`src/design/lfdh_pkg.sv`:
```
// Shared constants and types for the luma frame-difference highlighter.
package lfdh_pkg;

    localparam int MAX_WIDTH   = 2048;
    localparam int MAX_HEIGHT  = 2048;
    localparam int STORE_DEPTH = MAX_WIDTH * MAX_HEIGHT;
    localparam int ADDR_W      = $clog2(STORE_DEPTH);

    localparam int PIX_W   = 8;
    localparam int COORD_W = 11;
    localparam int THR_W   = 8;
    localparam int PHASE_W = 3;
    localparam int SUM_W   = COORD_W + 1;

    localparam logic [THR_W-1:0]   THRESHOLD_RESET = 8'd10;
    localparam logic [PHASE_W-1:0] PHASE_RESET     = 3'd0;
    localparam logic [PIX_W-1:0]   STRIPE_DARK     = 8'd16;
    localparam logic [PIX_W-1:0]   STRIPE_LIGHT    = 8'd240;
    localparam logic [SUM_W-1:0]   STRIPE_BIT      = 12'h004;

    // Register index, taken from paddr[2].
    localparam logic REG_THRESHOLD = 1'b0;
    localparam logic REG_PHASE     = 1'b1;

    typedef struct packed {
        logic [THR_W-1:0]   threshold;
        logic [PHASE_W-1:0] pattern_phase;
    } cfg_t;

endpackage

```
`src/design/lfdh_cfg.sv`:
```
// APB register file holding the threshold and the stripe phase.
module lfdh_cfg (
    input  logic               aclk,
    input  logic               aresetn,
    input  logic               psel,
    input  logic               penable,
    input  logic               pwrite,
    input  logic [2:0]         paddr,
    input  logic [31:0]        pwdata,
    output logic [31:0]        prdata,
    output logic               pready,
    output lfdh_pkg::cfg_t     cfg
);

    logic [lfdh_pkg::THR_W-1:0]   threshold_reg;
    logic [lfdh_pkg::PHASE_W-1:0] phase_reg;
    logic                         wr_en;

    assign pready = 1'b1;
    assign wr_en  = psel && penable && pwrite;

    always_ff @(posedge aclk) begin
        if (!aresetn) begin
            threshold_reg <= lfdh_pkg::THRESHOLD_RESET;
            phase_reg     <= lfdh_pkg::PHASE_RESET;
        end else if (wr_en) begin
            unique case (paddr[2])
                lfdh_pkg::REG_THRESHOLD: threshold_reg <= pwdata[lfdh_pkg::THR_W-1:0];
                lfdh_pkg::REG_PHASE:     phase_reg     <= pwdata[lfdh_pkg::PHASE_W-1:0];
                default: ;
            endcase
        end
    end

    always_comb begin
        unique case (paddr[2])
            lfdh_pkg::REG_THRESHOLD: prdata = 32'(threshold_reg);
            lfdh_pkg::REG_PHASE:     prdata = 32'(phase_reg);
            default:                 prdata = '0;
        endcase
    end

    assign cfg.threshold     = threshold_reg;
    assign cfg.pattern_phase = phase_reg;

endmodule

```
`config.mk`:
```
export PLATFORM = sky130hd
export DESIGN_NAME = lfdh_cfg
export DESIGN_NICKNAME = d
export VERILOG_FILES = /design/src/design/lfdh_pkg.sv /design/src/design/lfdh_cfg.sv
export SDC_FILE = /design/constraint.sdc
export NUM_CORES = 1
export LEC_CHECK = 0
export BUFFER_PORTS_ARGS = -buffer_cell sky130_fd_sc_hd__buf_2
export CORE_MARGIN = 8
export CORE_UTILIZATION = 33
export DETAILED_ROUTE_END_ITERATION = 8
export PLACE_DENSITY = 0.82
export SETUP_SLACK_MARGIN = 0.15
export SYNTH_ARGS = -nofsm -noshare
export SYNTH_HDL_FRONTEND = slang
export SYNTH_SLANG_ARGS = --single-unit
export TNS_END_PERCENT = 30
```
`constraint.sdc`:
```
create_clock -name aclk -period 1.1 [get_ports aclk]
set_input_delay 0.055 -clock aclk [delete_from_list [all_inputs] [get_ports aclk]]
set_output_delay 0.055 -clock aclk [all_outputs]
set_load 0.03 [all_outputs]
```
==> reports/summary.txt <==
Synth warnings: 0
vias in the first global route: 642
fill cell count: 224
fin crit period: 1.045 ns
sw frac: 35.33%
top sig layer: met4
CP endpoint kind: primary output
WL met3: 218 microns
DRT met1 WL: 634 microns
dpl hpwl: 1382 microns
gpl congestion: 0.6677
per-cell routed wire length: 11.77 microns
Main synth FF type: dfxtp_1
Max clock buf depth: 2
DIE HEIGHT: 63.46 microns
sequential power share: 43.3%
Worst path depth: 2
status: finished, final reports clean
Rows: 17
Post-Route Setup TNS: 0 ns
Synth area leaders: dfxtp_1 (30%), buf_4 (25%), mux2i_1 (15%)
final setup fails: 0
Post-synth ARST share: 0%
max FFs per register: 8
number of antenna violations at the first check in global routing: 0
Total Routed Length: 1753 microns
largest net degree at the start of global routing: 21
top-level I/O count: 84
global route overflow: 0
Peak Freq: 956.6 MHz
Synth top area share: 29.63%
first-pass GRT wire length: 2877 microns
Crit Path Max Fanout: 2
vias per std cell: 3.893
PD cells: 1025 mW/mm^2
nets@finish: 162
skew final: 0 ns
Clock Sinks: 11
worst r2r dst: threshold_reg[1]$_SDFFE_PN1P_
Bufs and invs on worst path: 1
DRC violations left: 0
GRT Util Overall: 8.682%
Worst Setup SP: threshold_reg[2]$_SDFFE_PN0P_
Register-to-Register Path Depth: 3
Avg Cell Area, Syn: 8.848 sq um
critical path's top delay family: flip-flops
Die Area: 0.004027 sq mm
RSZ-0062 raised after global routing: true
Arr. time, crit path: 0.99 ns
Synth Instances: 84
hold buffers post-CTS: 0
most frequent cell after synthesis: buf_4
CTS tree: yes
max-slew violations: 0
Ant. Diodes: 0
Synth Cell Area: 743.2 sq um
min setup slack post-route: 0.05467 ns
Clock transition at path regs: 0.07 ns
Seq/Total Area, Yosys: 29.63%
Startpoint Class: flop
Skew-Pair Late Insertion Delay: 0.26 ns
drt first pass iters: 3
Final Instance Area: 929.6 sq um
core region area: 0.002170 sq mm
Num CTS Buffers: 3
CTS root buf: clkbuf_4
worst setup path endpoint: prdata[2]
synthesized flop and latch total: 11
Tcrit/Tclk final: 95.03%
hold_ws: 0.02868 ns
Hold Fails Final Rpt: 0
switching power of the nets: 0.3366 mW
max-cap viol count: 0
logic gate share of total power: 28.0%
total power: 0.9529 mW
synth-to-layout area growth: 25.08%
slowest stage delay, CP: 0.32 ns
worst r2r src: threshold_reg[1]$_SDFFE_PN1P_
Synth cell types: 13
die width: 63.46 microns
FF-to-FF setup slack: 0.37 ns
Commonest cells post-synth: buf_4 (25), nand2_1 (16), dfxtp_1 (11), mux2i_1 (11), and2b_2 (5)
min-delay src: pwdata[7]
initial drt markers: 15
DP Worst Slack: 0.1509 ns
Yosys top cell by area: dfxtp_1
area of placed instances: 817.0 sq um
crit-path cells: mux2_4 > buf_6
P_int: 0.6163 mW
share of layout cells above drive strength 1: 48.76%
CP max-delay cell: dfxtp_2
WL met2: 896 microns
critical path class: reg2out
vias: 580
Post-synth EDFFs: 0
Clock Power Share: 28.8%
Hold Path Class: in2reg
PortBufs: 32
starting density of the core: 34.26%
Crit path required time: 1.04 ns
worst vdd ir: 0.4449 mV
static leakage: 0.4917 nW
Clock H-tree levels: 1
DRT antenna net count: 0
area by class of cell:
class / count / area, sq um / area share (%)
clock buffers: 4 / 26.28 / 2.826
multi-input cells: 66 / 394.1 / 42.40
flip-flops and latches: 11 / 229.0 / 24.63
well taps: 28 / 35.03 / 3.769
repair buffers: 40 / 245.2 / 26.38
per-stage QoR:
| step | std cells | util [%] |
|---|---|---|
| 5_1_grt | 149 | 42.85 |
| 3_5_place_dp | 139 | 37.66 |
| 2_1_floorplan | 107 | - |
| 6_report | 149 | 42.85 |
| 3_3_place_gp | 139 | 37.66 |
| 4_1_cts | 149 | 42.16 |
layout by cell type, fill, tap and decap left out, types with 3 or more instances in the layout:
master and count:
conb_1 25, nor2b_1 4, mux2i_1 11, clkbuf_4 3, and2b_2 5, nand2_1 16, buf_4 8, buf_2 28
buf_6 4, dfxtp_1 4, dfxtp_2 7
routing by layer:
layer | track usage (%) | vias to the layer above
met5 | 0 | -
met4 | 2.507 | 0
met3 | 6.184 | 2
met2 | 15.59 | 31
met1 | 7.475 | 260
li1 | - | 287
power groups by stage:
stage	logic [mW]	registers (mW)	clock network, mW
2_1_floorplan	0.251	0.439	0
3_3_place_gp	0.241	0.421	0
3_5_place_dp	0.245	0.422	0
4_1_cts	0.259	0.412	0.292
5_1_grt	0.286	0.414	0.318
6_report	0.266	0.412	0.274
timing repair:
item | CTS | global route
buffers inserted | 6 | 0
setup endpoints to repair | 8 | 14
gates resized for setup | 12 | 6
worst reg2reg max path, stage by stage, from the launching register on:
cell     delay [ns]
dfxtp_2        0.32
buf_4          0.12
nor2b_1        0.10
mux2i_1        0.07
cells by family after synthesis:
group,synth area share [%]
buffers and inverters,29.97
flip-flops,29.63
multiplexers,19.36
other,1.010
AND/OR/NAND/NOR,20.03
how the worst min path moves through the flow:
stage | end | cells past startpoint
2_1_floorplan | phase_reg[1]$_SDFFE_PN0P_ | 2
5_1_grt | threshold_reg[6]$_SDFFE_PN0P_ | 3
3_5_place_dp | threshold_reg[7]$_SDFFE_PN0P_ | 3
6_report | threshold_reg[7]$_SDFFE_PN0P_ | 3
3_3_place_gp | threshold_reg[6]$_SDFFE_PN0P_ | 3
4_1_cts | threshold_reg[7]$_SDFFE_PN0P_ | 3
(Power assumes the default switching activity.)
